--- src/sv/swm_pkg.sv ---
package swm_pkg;

	localparam int WINDOW_MAX = 64;
	localparam int SAMPLE_W = 32;
	localparam int WS_W = 7;
	localparam int IDX_W = $clog2(WINDOW_MAX);

	localparam logic [WS_W-1:0] WS_RESET = WS_W'(2);

	typedef logic signed [SAMPLE_W-1:0] sample_t;

	localparam sample_t SAMPLE_MIN = {1'b1, {(SAMPLE_W-1){1'b0}}};

	typedef struct packed {
		sample_t window_max;
		logic last_of_array;
	} out_item_t;

endpackage

--- src/sv/swm_out_buf.sv ---
module swm_out_buf (
	input  logic                clk,
	input  logic                arst_n,
	input  logic                push,
	input  swm_pkg::out_item_t  push_item,
	output logic                full,
	output logic                out_valid,
	input  logic                out_ready,
	output swm_pkg::out_item_t  out_item
);
	import swm_pkg::*;

	logic      main_valid_q;
	logic      skid_valid_q;
	out_item_t main_q;
	out_item_t skid_q;
	logic      pop;

	assign pop = main_valid_q && out_ready;

	always_ff @(posedge clk or negedge arst_n) begin
		if (!arst_n) begin
			main_valid_q <= 1'b0;
			skid_valid_q <= 1'b0;
		end else if (push) begin
			if (!main_valid_q || pop) begin
				main_valid_q <= 1'b1;
			end else begin
				skid_valid_q <= 1'b1;
			end
		end else if (pop) begin
			if (skid_valid_q) begin
				skid_valid_q <= 1'b0;
			end else begin
				main_valid_q <= 1'b0;
			end
		end
	end

	always_ff @(posedge clk) begin
		if (push) begin
			if (!main_valid_q || pop) begin
				main_q <= push_item;
			end else begin
				skid_q <= push_item;
			end
		end else if (pop && skid_valid_q) begin
			main_q <= skid_q;
		end
	end

	assign full = skid_valid_q;
	assign out_valid = main_valid_q;
	assign out_item = main_q;

endmodule

--- config.mk ---
export PLATFORM = sky130hd
export DESIGN_NAME = swm_out_buf
export DESIGN_NICKNAME = d
export VERILOG_FILES = /design/src/sv/swm_pkg.sv /design/src/sv/swm_out_buf.sv
export SDC_FILE = /design/constraint.sdc
export NUM_CORES = 1
export LEC_CHECK = 0
export ABC_AREA = 1
export BUFFER_PORTS_ARGS = -buffer_cell sky130_fd_sc_hd__buf_2
export CORE_ASPECT_RATIO = 1.1
export CORE_MARGIN = 2
export CORE_UTILIZATION = 40
export DETAILED_ROUTE_END_ITERATION = 12
export PLACE_DENSITY = 0.73
export SETUP_SLACK_MARGIN = 0.3
export SLEW_MARGIN = 25
export SYNTH_ARGS = -nofsm -noshare
export SYNTH_HDL_FRONTEND = slang
export SYNTH_SLANG_ARGS = --single-unit
--- constraint.sdc ---
create_clock -name clk -period 1.8 [get_ports clk]
set_input_delay 0.36 -clock clk [delete_from_list [all_inputs] [get_ports clk]]
set_output_delay 0.36 -clock clk [all_outputs]
set_load 0.02 [all_outputs]
== Yosys cells after proc, flatten, opt, wreduce, memory -nomap -nowiden ==
Index checks and enable logic that the tools add are counted.

* Bits in registers: 68
* Input bits: 37
* Output and inout port bits: 35

* Equality and inequality tests: 3
* Muxes and demuxes: 10
* Bitwise logic cells: 1
* Reduce and logical (&&, ||, !) cells: 10

{| class="wikitable"
|+ Operators by type and width
! operator !! count
|-
| 33-bit two-way mux || 3
|-
| 1-bit two-way mux || 7
|-
| 2-bit AND reduction || 3
|-
| 2-bit inequality test, second input constant || 2
|-
| 2-bit nonzero test || 2
|-
| 3-bit AND reduction || 1
|-
| 1-bit logical AND || 2
|-
| 2-bit by 1-bit inequality test with 1-bit output, second input constant || 1
|-
| 1-bit zero test || 1
|-
| 1-bit logical OR || 1
|-
| 1-bit NOT || 1
|}

== Depth between registers and ports, before layout ==
* Word-level depth: 4
* Mapped depth: 5
* Depth with buffers taken out: 4

== Worst setup path before layout ==
No wires, ideal clock.

* Path type: reg2reg
* Start point: register main_valid_q, in the netlist out_valid
* End point: register main_q (netlist bit out_item[0]), enable pin
* Library setup time: 0.388 ns
* Arrival: 1.334 ns
* Data required time: 1.412 ns
* Setup slack: 0.079 ns
* Cell stages (with the launch flop): 5
* Path buffers: 0
* Period minus slack after synthesis: 1.721 ns
* Path through: dfrtp_1 -> nand2_1 -> nand2_1 -> nand2_1 -> inv_1

* Word-level cells in the longest chain between the ends: 4
* Elaborated cells on any way between the ends: 7
* Classes of those cells: eq/ne (1); reduce/logical (6)

{| class="wikitable"
|+ Ends and longest elaborated chain
! item !! line !! text
|-
| from (decl) || swm_out_buf.sv:13 || <nowiki>logic main_valid_q;</nowiki>
|-
| from (signal assigned) || swm_out_buf.sv:23 || <nowiki>main_valid_q <= 1'b0;</nowiki>
|-
| from (signal assigned) || swm_out_buf.sv:27 || <nowiki>main_valid_q <= 1'b1;</nowiki>
|-
| from (signal assigned) || swm_out_buf.sv:35 || <nowiki>main_valid_q <= 1'b0;</nowiki>
|-
| 1-bit zero test / 1-bit logical AND (equally long branches) || swm_out_buf.sv:42, swm_out_buf.sv:19 ||
|-
| 1-bit logical OR / 1-bit logical AND (equally long branches) || swm_out_buf.sv:42, swm_out_buf.sv:47 ||
|-
| 2-bit by 1-bit inequality test with 1-bit output (no line) / 2-bit nonzero test (equally long branches) || n/a ||
|-
| 2-bit AND reduction (no line) (*) || n/a ||
|-
| to (signal assigned) || swm_out_buf.sv:43 || <nowiki>main_q <= push_item;</nowiki>
|-
| to (signal assigned) || swm_out_buf.sv:48 || <nowiki>main_q <= skid_q;</nowiki>
|-
| to (decl) || swm_out_buf.sv:15 || <nowiki>out_item_t main_q;</nowiki>
|}

Every way passes the cells marked *; elsewhere a longest branch is shown, timed or not.
A chain may end at the register's enable or synchronous reset.

== Worst setup path in the final report ==
* Start point: register main_valid_q, in the netlist out_valid
* End point: output out_valid

{| class="wikitable"
|+ RTL lines
! item !! line !! text
|-
| to (decl) || swm_out_buf.sv:7 || <nowiki>output logic out_valid,</nowiki>
|}

No word-level cell between the ends.

==> run summary <==
Pins Over Slew Limit: 0
HP Class: input port to flop
Initial antenna violation count: 0
Die X: 80.4 µm
Most common library cells after synthesis: 96 x nand2_1, 66 x edfxtp_1, 9 x nand2_2, 4 x buf_6
Placer Congestion: 0.683
Number of flops mapped to enable cells by yosys: 66
GRT overflow: 0
Design Area, Final: 3200 µm²
Fmax: 0.768 GHz
Synthesized area: 2570 µm²
Synth-to-Final Area Change: 24.6%
Largest family of logic cells by synthesized area: simple AND/OR/NAND/NOR gates
Most numerous cell in the Yosys netlist: nand2_1
Routed WL per cell: 12.4 µm
Nets: 306
Maximum number of pins on one net before global-route repair: 37
Total GRT Usage: 0.134
CTS Buffer Depth: 2
Initial Util: 0.414
Drt pass-1 iters: 4
WP depth: 1
Pre-CTS setup slack: 355 ps
Routed WL: 4.37 mm
Number of global-route vias before repair: 1483
Relative slew slack: 0.825
Reg2reg path depth: 4
CTS Buf Count: 9
Clock transition at path regs: 70 ps
Flop2flop setup slack: 560 ps
Post-CTS setup repair buffer count: 0
Layout cell share with drive strength beyond 1: 0.391
Multiplexer area fraction after synthesis: 0
Final WS setup: 497 ps
Endpoints failing setup: 0
Final antenna diode count: 0
Mapped Nets: 224
Post-DP HPWL: 3.02 mm
Critical R2R Capture: out_item[32]$_DFFE_PP_
WP data required: 1440 ps
Clk sinks: 68
Crit path kind: flop to primary output
DP Area: 3000 µm²
Initial drt markers: 52
CTS resizes: 0
Post-DRT Antenna Nets: 0
Die Y: 88.0 µm
Status: completed
XOR/XNOR Fraction of Synth Area: 0
Max IR drop VDD: 0.523 mV
Top-area cell type share of the netlist area: 0.772
Yosys warns: 0
Worst path slowest cell: dfrtp_2
Area leader, netlist: edfxtp_1
Clock latency on the worst-skew pair: 330 ps
Critical path capture point: out_valid
WP buf/inv: 1
Cell variety after synth: 10
Worst Skew: 8.00 ps
Part of the cycle the worst path needs: 0.724
Drt via density: 4.42
Fin. Hold Viols: 0
Post-synthesis async set-or-reset flop share: 0.0294
Port Buffers: 71
Worst path max stage delay: 440 ps
Core area: 6190 µm²
Largest fanout on the critical path: 5
Total Die Area: 7070 µm²
RSZ-0062 raised after global routing: false
Arr. time, crit path: 940 ps
CTS tree: done
Synth Instances: 187
CTS HTree Levels: 3
WHS: 212 ps
Setup crit end kind: primary output
Power per cell area: 1100 nW/µm²
Final min period: 1300 ps
Seq/Total Area, Yosys: 0.792
Syn Area/Cell: 13.7 µm²
First-pass GRT wire length: 6.79 mm
Worst-margin pin slew: 263 ps
I/O pins: 72
Adder-cell area share of the yosys netlist: 0
Via count: 1565
Simple-gate share of the synthesized area: 0.168
Max-cap violations: 0
Worst setup path startpoint: out_valid$_DFFE_PN0P_
Core Rows: 30
Leak: 1.39 nW
Root buf cell: clkbuf_8
DRC violations left: 0
CP delay by family, top: flip-flops
Worst setup SP type: flop
Synth Register Bits: 68
Area contributors post-synth: edfxtp_1 77%, nand2_1 14%, nand2_2 2.2%
Setup_tns: 0 ps
Critical-path cell list: buf_2
Compound-Gate Fraction of Synth Area: 0
Worst r2r src: out_valid$_DFFE_PN0P_
Power, Total: 3.52 mW
Main synth FF type: edfxtp_1
## cell type report
cell class              count  area [µm²]
clock inverters             5        52.6
inverters                   4        30.0
clock buffers              11         131
flip-flops and latches     68        2030
well taps                  80         100
multi-input cells         108         439
repair buffers             78         410
fillers                   535        3000
## stage by stage
stage                      util  std cells
after CTS                 0.516        354
after floorplan               -        187
after global placement    0.485        337
after detailed placement  0.485        337
final                     0.516        354
after global routing      0.516        354
## placed cells by master (no fill, tap or decap)
| cell | synthesis | layout |
|---|---|---|
| clkbuf_8 | 0 | 9 |
| dlygate4sd3_1 | 0 | 1 |
| clkinv_4 | 0 | 1 |
| clkinv_2 | 0 | 2 |
| clkbuf_1 | 0 | 2 |
| dfrtp_2 | 0 | 2 |
| buf_4 | 2 | 6 |
| bufinv_16 | 0 | 1 |
| nand3_1 | 3 | 3 |
| inv_1 | 3 | 1 |
| clkinv_1 | 0 | 1 |
| nand2_1 | 96 | 93 |
| nand2_2 | 9 | 12 |
| inv_8 | 1 | 1 |
| buf_2 | 0 | 71 |
| clkinvlp_4 | 0 | 2 |
| edfxtp_1 | 66 | 66 |
## state kept, by name, indices dropped and copies added, names as in the netlist
register   flops
out_valid      1
full           1
skid_q        33
out_item      33
## layer usage
layer  vias up  wire length [µm]  global-route usage
li1        787                 -                   -
met1       716              1940               0.160
met2        52              1990               0.209
met3        10               324              0.0474
met4         0               114              0.0832
met5         -                 0                   0
## worst min-delay path by stage
stage                        startpoint              endpoint  slack, ps  cells after the start
after floorplan                  arst_n      full$_DFFE_PN0P_         60                      0
after global placement           arst_n      full$_DFFE_PN0P_        150                      1
after detailed placement         arst_n      full$_DFFE_PN0P_        150                      1
after CTS                  push_item[0]   skid_q[0]$_DFFE_PP_        200                      1
after global routing       push_item[0]   skid_q[0]$_DFFE_PP_        200                      1
final                     push_item[25]  skid_q[25]$_DFFE_PP_        210                      1
## cell families after synthesis
family        Yosys count
flops                  68
buf+inv                11
simple gates          108
## power by group
group	leakage [nW]	internal [mW]	total, mW	switching [mW]
logic	0.645	0.136	0.426	0.290
registers	0.650	1.90	1.94	0.0359
clock network	0.0947	0.633	1.16	0.530
total	1.39	2.67	3.52	0.856
## timing repair
action	4_1_cts	5_1_grt
hold endpoints to repair	2	0
endpoints found under the setup margin	0	0
hold buffers	1	0
Power figures use the tool's default switching activity.
