### config.mk
export PLATFORM = sky130hd
export DESIGN_NAME = swm_cell
export DESIGN_NICKNAME = d
export VERILOG_FILES = /design/src/sv/swm_pkg.sv /design/src/sv/swm_cell.sv
export SDC_FILE = /design/constraint.sdc
export NUM_CORES = 1
export LEC_CHECK = 0
export ABC_AREA = 1
export BUFFER_PORTS_ARGS = -buffer_cell sky130_fd_sc_hd__clkbuf_2
export CAP_MARGIN = 30
export CORE_MARGIN = 2
export CORE_UTILIZATION = 47
export CTS_CLUSTER_SIZE = 25
export DETAILED_ROUTE_END_ITERATION = 10
export PLACE_DENSITY = 0.84
export SLEW_MARGIN = 20
export SYNTH_ARGS = -nofsm -noshare
export SYNTH_HDL_FRONTEND = slang
export SYNTH_SLANG_ARGS = --single-unit
export TNS_END_PERCENT = 30
### constraint.sdc
create_clock -name clk -period 2.5 [get_ports clk]
set_clock_uncertainty 0.15 [all_clocks]
set_input_delay 0.375 -clock clk [delete_from_list [all_inputs] [get_ports clk]]
set_output_delay 0.375 -clock clk [all_outputs]
set_load 0.005 [all_outputs]
### src/sv/swm_pkg.sv
package swm_pkg;

	localparam int WINDOW_MAX = 64;
	localparam int SAMPLE_W = 32;
	localparam int WS_W = 7;
	localparam int IDX_W = $clog2(WINDOW_MAX);

	localparam logic [WS_W-1:0] WS_RESET = WS_W'(2);

	typedef logic signed [SAMPLE_W-1:0] sample_t;

	localparam sample_t SAMPLE_MIN = {1'b1, {(SAMPLE_W-1){1'b0}}};

	typedef struct packed {
		sample_t window_max;
		logic last_of_array;
	} out_item_t;

endpackage

### src/sv/swm_cell.sv
module swm_cell (
	input  logic              clk,
	input  logic              advance,
	input  swm_pkg::sample_t  sample,
	input  swm_pkg::sample_t  prev_max,
	input  logic              tap,
	output swm_pkg::sample_t  run_max,
	output swm_pkg::sample_t  tap_max
);
	import swm_pkg::*;

	sample_t max_q;
	sample_t max_d;

	assign max_d = (sample >= prev_max) ? sample : prev_max;

	always_ff @(posedge clk) begin
		if (advance) begin
			max_q <= max_d;
		end
	end

	assign run_max = max_q;
	assign tap_max = tap ? max_d : '0;

endmodule

---- Word level (Yosys, flattened, before mapping) ----
Index checks and enable logic that the tools add are counted.
word-level totals
  register bits ........................... 32
  bits in latches ......................... 0
  memory bits (writable) .................. 0
  memory bits (read-only) ................. 0
  input bits .............................. 67
  output and inout bits ................... 64
  logic and storage cells ................. 4
  memories kept ........................... 0
operators by class
  add/subtract/negate cells ............... 0
  multipliers ............................. 0
  div/mod/pow operators ................... 0
  $lt $le $gt $ge ......................... 1
  equality and inequality tests ........... 0
  shift-type cells ........................ 0
  multiplexer cells ....................... 2
  bitwise logic cells ..................... 0
  reduce and logical (&&, ||, !) cells .... 0
operator list
  operator      count
  $mux 32       2
  $ge 32x32->1  1

---- Depth between registers and ports, before layout ----
Gate-level depths: netlist of run 1.
  word-level depth ........................ 3
  gate-level depth with buffers ........... 19
  depth with buffers taken out ............ 18

---- Worst setup path after synthesis of run 1 ----
No wires, ideal clock.
  path kind ............................... input port to output port
  start ................................... in prev_max[23]
  end ..................................... out tap_max[10]
  data arrival time ....................... 1815 ps
  required time ........................... 1975 ps
  path slack .............................. 160 ps
  stages on the path ...................... 13
  buffers on the path ..................... 1
  cells stage by stage .................... inv_1 > ha_1 > nand2_1 > nor2_1 > nand2_1 > nor3_2 > nand2_1 > nand3_2 > nand3_4 > buf_6 > nand2_1 > nand2_1 > nor2_1
on the way
  cells in the longest elaborated chain, start to end .. 3
ends and longest elaborated chain
  item             RTL line        text
  start, declared  swm_cell.sv:5   input swm_pkg::sample_t prev_max,
  $ge 32x32->1     swm_cell.sv:15  assign max_d = (sample >= prev_max) ? sample : prev_max;
  $mux 32          swm_cell.sv:15
  $mux 32          swm_cell.sv:24  assign tap_max = tap ? max_d : '0;
  end, declared    swm_cell.sv:8   output swm_pkg::sample_t tap_max
Every way passes these cells.

---- Final worst setup path of run 1 ----
  start ................................... in prev_max[2]
  end ..................................... out tap_max[12]
Same word-level chain as after synthesis.

==> impl_metrics.py, run 1 <==
metrics = {
    "power": {
        "p_comb_share_pct": 52.4,
        "cellPowerDensity_nw_per_um2": 469,
        "p_seq_share_pct": 30.6,
        "clkPwrFrac_pct": 17.0,
        "vdd_drop_max_mv": 0.292,
        "intPower_mw": 1.44,
        "p_sw_share_pct": 38.3,
        "cellLeakagePower_nw": 2.71,
        "p_switching_uw": 891,
    },
    "floorplan": {
        "fp.dieH_microns": 80.7,
        "die_area_sq_um": 6510,
        "core-area_sq_um": 5610,
        "fp.dieW_microns": 80.7,
        "initial_utilization_pct": 49.3,
        "ios": 131,
        "num_rows": 27,
    },
    "route": {
        "drt_iter0_drc": 359,
        "vias_per_cell": 5.87,
        "drc": 0,
        "drtPass1Iterations": 6,
        "wire_per_inst_microns": 20.3,
        "routed_wirelength_microns": 13400,
        "drtAntennaViolNets": 0,
        "vias": 3873,
    },
    "cells_and_area": {
        "syn_to_final_growth_pct": 79.6,
        "antennaDiodeCount": 0,
        "post-route-util_pct": 88.5,
        "multi_input_area_sq_um": 2050,
        "largest_register_ffs": 32,
        "drive_gt1_share_pct": 63.6,
        "fillers": 251,
        "nNetsFinal": 687,
        "final-seq-area_sq_um": 961,
    },
    "critical_path": {
        "crit_family": "simple AND/OR/NAND/NOR gates",
        "end_kind": "primary output",
        "cp-start-kind": "input port",
        "worstSetupPathType": "input port to primary output",
        "cpMostUsedCell": "nand2_1",
        "cp_data_arrival_time_ns": 2.54,
        "worstSetupStartpoint": "prev_max[2]",
        "crit_path_max_incr_delay_ns": 0.20,
        "crit_path_cell_trace": "clkbuf_2, inv_2, ha_4, nand2_2, inv_2, nand2_1, nand2_1, nand2_1, nand2_1, nand2_1, nand2_1, nand2_2, nand2_2, nand2_4, nand3_4, buf_6, nand2_1, nand2_1, nor2_1, clkbuf_2",
        "crit_buf_inv": 5,
        "required_ns": 1.98,
        "crit_path_top_delay_cell": "ha_4",
        "cp_max_fo": 7,
    },
    "grt": {
        "grt_max_degree": 33,
        "grt_pass1_wl_microns": 14000,
        "grt_pass1_vias": 3052,
        "grt_overflow": 0,
        "gr-usage-all-layers_pct": 28.3,
        "antenna_found_initial": 0,
    },
    "timing": {
        "worst_slew_pin_slew_ns": 0.831,
        "rsz0062_at_grt": "yes",
        "drv_slew": 0,
        "fin_setup_tns_ns": -14.65,
        "clock.fmax_ghz": 0.326,
        "hold_violations": 0,
        "setup_slack_ns": -0.570,
        "setup_viol": 41,
        "max_slew_margin_pct": 44.6,
        "period_share_pct": 123,
        "period_needed_ns": 3.07,
    },
    "clock_network": {
        "clk_pin_slew_ns": 0.08,
        "root_buffer": "clkbuf_8",
        "clock-sinks": 32,
        "cts_buffer_depth": 2,
        "h-tree-depth": 2,
        "cts_tree": "done",
        "hold_buffers": 0,
        "tritoncts.num_buffers": 5,
    },
    "placement": {
        "gp_congestion": 0.873,
        "portBuffers": 130,
        "hpwl_microns": 6200,
    },
    "synth": {
        "ys_types": 21,
        "netlist_area_sq_um": 2760,
        "synth_seq_cells": 32,
        "netlist_instances": 388,
        "yosysSeqAreaShare_pct": 34.8,
        "synth_warnings": 0,
        "synth_fp_nets": 487,
        "synth.avg_cell_area_sq_um": 7.12,
    },
    "outcome": {
        "failed_checks": "negative setup slack",
        "status": "finished with violations",
    },
    "worst_hold_path": {
        "hold_path_class": "input port to register",
        "hold_start": "sample[26]",
    },
    "flow_run": {
        "maxCapViolCount": 0,
    },
}
[stage by stage]
| stage | setup WS [ns] | hold WS [ns] | area, sq um | total power, mW | cells |
|---|---|---|---|---|---|
| floorplan | 0.160 | 0.337 | 2760 | 1.09 | 388 |
| global placement | -0.156 | 0.605 | 3860 | 1.46 | 630 |
| detailed placement | -0.236 | 0.618 | 3860 | 1.49 | 630 |
| CTS | -0.174 | 0.326 | 4360 | 1.99 | 648 |
| global route | -0.686 | 0.376 | 4960 | 2.41 | 660 |
| finish | -0.570 | 0.347 | 4960 | 2.33 | 660 |
[timing repair]
item | in CTS | in global routing
gates resized for setup | 69 | 166
pin swaps | 41 | 72
endpoints found under the setup margin | 32 | 32
setup buffers | 10 | 12
cloned | 1 | 1
[layout make-up]
class,instances,area share (%)
clock buffers,6,1.46
clock inverters,1,0.101
inverters,106,8.32
multi-input cells,235,41.3
flip-flops and latches,32,19.4
well taps,72,1.81
repair buffers,208,27.6
[layer usage]
| metal | part of all wire, % | track usage, % |
|---|---|---|
| met1 | 35 | 31.0 |
| met2 | 47 | 52.3 |
| met3 | 9.5 | 4.49 |
| met4 | 7.9 | 13.9 |
| met5 | 0 | 0 |
[cells by family after synthesis]
group                      after synthesis  synth area share, %
AOI/OAI and AO/OA                       19                 3.85
adders and majority gates               32                 14.5
buffers and inverters                  121                 17.5
DFF                                     32                 34.8
and+or+nand+nor                        184                 29.4
[power by group through the flow]
| stage | clock network, mW | logic [mW] | registers [mW] |
|---|---|---|---|
| floorplan | 0 | 0.360 | 0.730 |
| global placement | 0 | 0.738 | 0.718 |
| detailed placement | 0 | 0.766 | 0.721 |
| CTS | 0.386 | 0.893 | 0.710 |
| global route | 0.412 | 1.28 | 0.717 |
| finish | 0.396 | 1.22 | 0.711 |
[final timing paths]
check,endpoint,slack (ns),depth (start not counted)
hold / removal,run_max[26]$_DFFE_PP_,0.35,5
setup / recovery,tap_max[12],-0.57,20
[Yosys cell counts]
cell type | number | share of area (%)
nand4_1 | 33 | 7.5
ha_1 | 32 | 14
inv_1 | 100 | 14
nand4_2 | 1 | 0.45
o21a_1 | 2 | 0.54
clkbuf_1 | 6 | 0.81
nor3_2 | 1 | 0.36
o21ai_0 | 2 | 0.36
a21oi_2 | 1 | 0.32
buf_6 | 3 | 1.2
edfxtp_1 | 32 | 35
nand3_1 | 1 | 0.18
a21oi_1 | 13 | 2.4
nand3_2 | 1 | 0.36
nand2_2 | 1 | 0.23
nand2_1 | 103 | 14
nand3_4 | 1 | 0.63
a21o_1 | 1 | 0.27
buf_2 | 6 | 1.1
inv_2 | 6 | 0.81
nor2_1 | 42 | 5.7
[cells in the final DEF, fill, tap and decap left out, types with 2 or more instances in the layout]
| cell | synthesis | routed |
|---|---|---|
| nand4_1 | 33 | 33 |
| o21a_1 | 2 | 2 |
| inv_1 | 100 | 72 |
| nor2_4 | 0 | 7 |
| inv_4 | 0 | 4 |
| o21ai_1 | 0 | 2 |
| clkbuf_2 | 0 | 99 |
| nand2_2 | 1 | 48 |
| nor2_2 | 0 | 10 |
| ha_1 | 32 | 3 |
| buf_4 | 0 | 66 |
| edfxtp_1 | 32 | 32 |
| nand3_4 | 1 | 2 |
| buf_8 | 0 | 2 |
| clkbuf_8 | 0 | 5 |
| ha_4 | 0 | 28 |
| buf_6 | 3 | 15 |
| nor2_1 | 42 | 25 |
| inv_2 | 6 | 29 |
| buf_2 | 6 | 23 |
| nand2_1 | 103 | 38 |
| a21oi_2 | 1 | 9 |
| a21oi_1 | 13 | 5 |
| nand2_4 | 0 | 18 |
| buf_12 | 0 | 2 |
No activity file was read; power rests on OpenSTA's default activity.
==> run 2: changes to the inputs <==
Settings changed: CELL_PAD_IN_SITES_DETAIL_PLACEMENT from default to 0, CELL_PAD_IN_SITES_GLOBAL_PLACEMENT from default to 1, CORE_UTILIZATION 47 to 32.
==> run 2 against run 1 <==
The flow still finishes with violations (negative setup slack). Total power decreased by 5.4%. Sequential power about the same. Worst setup slack improved by 0.40 ns. Core utilization decreased by 32 points. Clock power increased by 30%. Non-clock buffer count decreased by 12. Critical endpoint is now tap_max[0].
==> impl_metrics.py, run 2 (synthesis gave the netlist of run 1 again) <==
metrics = {
    "floorplan": {
        "fp.dieH_microns": 96.9,
        "fp.dieW_microns": 96.9,
        "ios": 131,
        "core-area_sq_um": 8300,
        "num_rows": 33,
        "initial_utilization_pct": 33.3,
        "die_area_sq_um": 9400,
    },
    "critical_path": {
        "worstSetupEndpoint": "tap_max[0]",
        "crit_family": "simple AND/OR/NAND/NOR gates",
        "crit_path_top_delay_cell": "ha_1",
        "cp_data_arrival_time_ns": 2.15,
        "crit_path_max_incr_delay_ns": 0.27,
        "required_ns": 1.98,
        "cp_max_fo": 8,
        "cpMostUsedCell": "nand2_2",
        "cp-start-kind": "input port",
        "end_kind": "primary output",
        "crit_path_cell_trace": "clkbuf_2, inv_1, ha_1, nand2_1, nor2_1, nand2_2, inv_2, a21oi_4, nand2_4, nand2_8, nand3_4, buf_6, nand2_2, nand2_2, nor2_2, clkbuf_2",
        "cp_num_cells": 16,
        "worstSetupPathType": "input port to primary output",
        "crit_buf_inv": 5,
        "worstSetupStartpoint": "prev_max[26]",
    },
    "route": {
        "wire_per_inst_microns": 13.1,
        "vias": 3060,
        "top_layer": "met4",
        "drtAntennaViolNets": 0,
        "wl_met3_microns": 348,
        "drtPass1Iterations": 4,
        "vias_per_cell": 4.49,
        "wl_met1_microns": 3800,
        "drt_iter0_drc": 159,
        "routed_wirelength_microns": 8900,
        "drc": 0,
        "wl_met2_microns": 4650,
    },
    "timing": {
        "drv_slew": 0,
        "hold_violations": 0,
        "max_slew_margin_pct": 45.4,
        "setup_viol": 33,
        "setup_slack_ns": -0.174,
        "hold_slack_ns": 0.334,
        "fin_setup_tns_ns": -4.56,
        "rsz0062_at_grt": "yes",
        "period_share_pct": 107,
        "period_needed_ns": 2.67,
        "worst_slew_pin_slew_ns": 0.820,
        "clock.fmax_ghz": 0.374,
    },
    "placement": {
        "placed_cell_area_sq_um": 3930,
        "dp_slack_ns": -0.268,
        "placed_cells": 667,
        "portBuffers": 130,
        "gp_congestion": 0.873,
        "hpwl_microns": 6560,
    },
    "grt": {
        "antenna_found_initial": 0,
        "grt_max_degree": 33,
        "grt_pass1_vias": 3060,
        "gr-usage-all-layers_pct": 18.4,
        "grt_pass1_wl_microns": 14200,
        "grt_overflow": 0,
    },
    "cells_and_area": {
        "final-seq-area_sq_um": 961,
        "largest_register_ffs": 32,
        "postLayoutCellArea_sq_um": 4710,
        "fin_cells": 682,
        "drive_gt1_share_pct": 54.2,
        "fillers": 767,
        "multi_input_area_sq_um": 1830,
        "final_common_cell": "clkbuf_2",
        "syn_to_final_growth_pct": 70.3,
        "antennaDiodeCount": 0,
        "post-route-util_pct": 56.7,
        "nNetsFinal": 675,
        "final_cell_mix": "clkbuf_2 (112), inv_1 (82), nand2_1 (63)",
    },
    "power": {
        "cellPowerDensity_nw_per_um2": 468,
        "cellLeakagePower_nw": 2.62,
        "p_total_mw": 2.20,
        "vdd_drop_max_mv": 0.265,
    },
    "clock_network": {
        "h-tree-depth": 2,
        "root_buffer": "clkbuf_8",
        "tritoncts.num_buffers": 5,
        "clk_pin_slew_ns": 0.08,
        "cts_buffer_depth": 2,
        "cts_tree": "done",
        "clock-sinks": 32,
    },
    "outcome": {
        "failed_checks": "negative setup slack",
        "status": "finished with violations",
    },
    "worst_hold_path": {
        "hold_path_class": "input port to register",
    },
    "flow_run": {
        "maxCapViolCount": 0,
    },
}
## run 2: cell count changes in the layout (fill, tap and decap cells not counted), sizes merged
cell,change
buf,-29
clkbuf,+17
bufinv,+1
## run 2: final cells by class
class | count | area share, %
flip-flops and latches | 32 | 20.4
clock inverters | 2 | 0.744
multi-input cells | 235 | 38.9
inverters | 106 | 8.61
well taps | 105 | 2.79
repair buffers | 196 | 27.0
clock buffers | 6 | 1.54
## run 2: worst min-delay path, cell delays in order
cell	delay, ns
buf_6	0.07
inv_4	0.03
nand4_1	0.08
nand2_1	0.07
inv_1	0.05
## run 2: how the worst min path moves through the flow
stage	slack, ns	cells after the start	to	startpoint
finish	0.33	5	run_max[17]$_DFFE_PP_	prev_max[17]
global route	0.35	5	run_max[12]$_DFFE_PP_	sample[12]
CTS	0.33	5	run_max[16]$_DFFE_PP_	sample[16]
detailed placement	0.62	5	run_max[2]$_DFFE_PP_	sample[2]
global placement	0.61	5	run_max[12]$_DFFE_PP_	sample[12]
floorplan	0.34	0	run_max[0]$_DFFE_PP_	advance
## run 2: what timing repair did
item / in CTS / in global routing
endpoints found under the setup margin: 32 / 33
setup buffers: 5 / 1
hold buffers: 0 / 0
pin swaps: 10 / 12
gates cloned: 0 / 1
gates resized for setup: 83 / 64
## run 2: metal layers
layer	track usage [%]	vias to the layer above
met4	5.09	0
met2	32.6	99
li1	-	1580
met1	23.2	1371
met5	0	-
met3	2.60	10
## run 2: where the power goes
| group | leakage, nW | switching (mW) | internal [mW] |
|---|---|---|---|
| Clock | 0.0552 | 0.217 | 0.296 |
| Sequential | 0.314 | 0.0192 | 0.690 |
| Combinational | 2.25 | 0.498 | 0.482 |
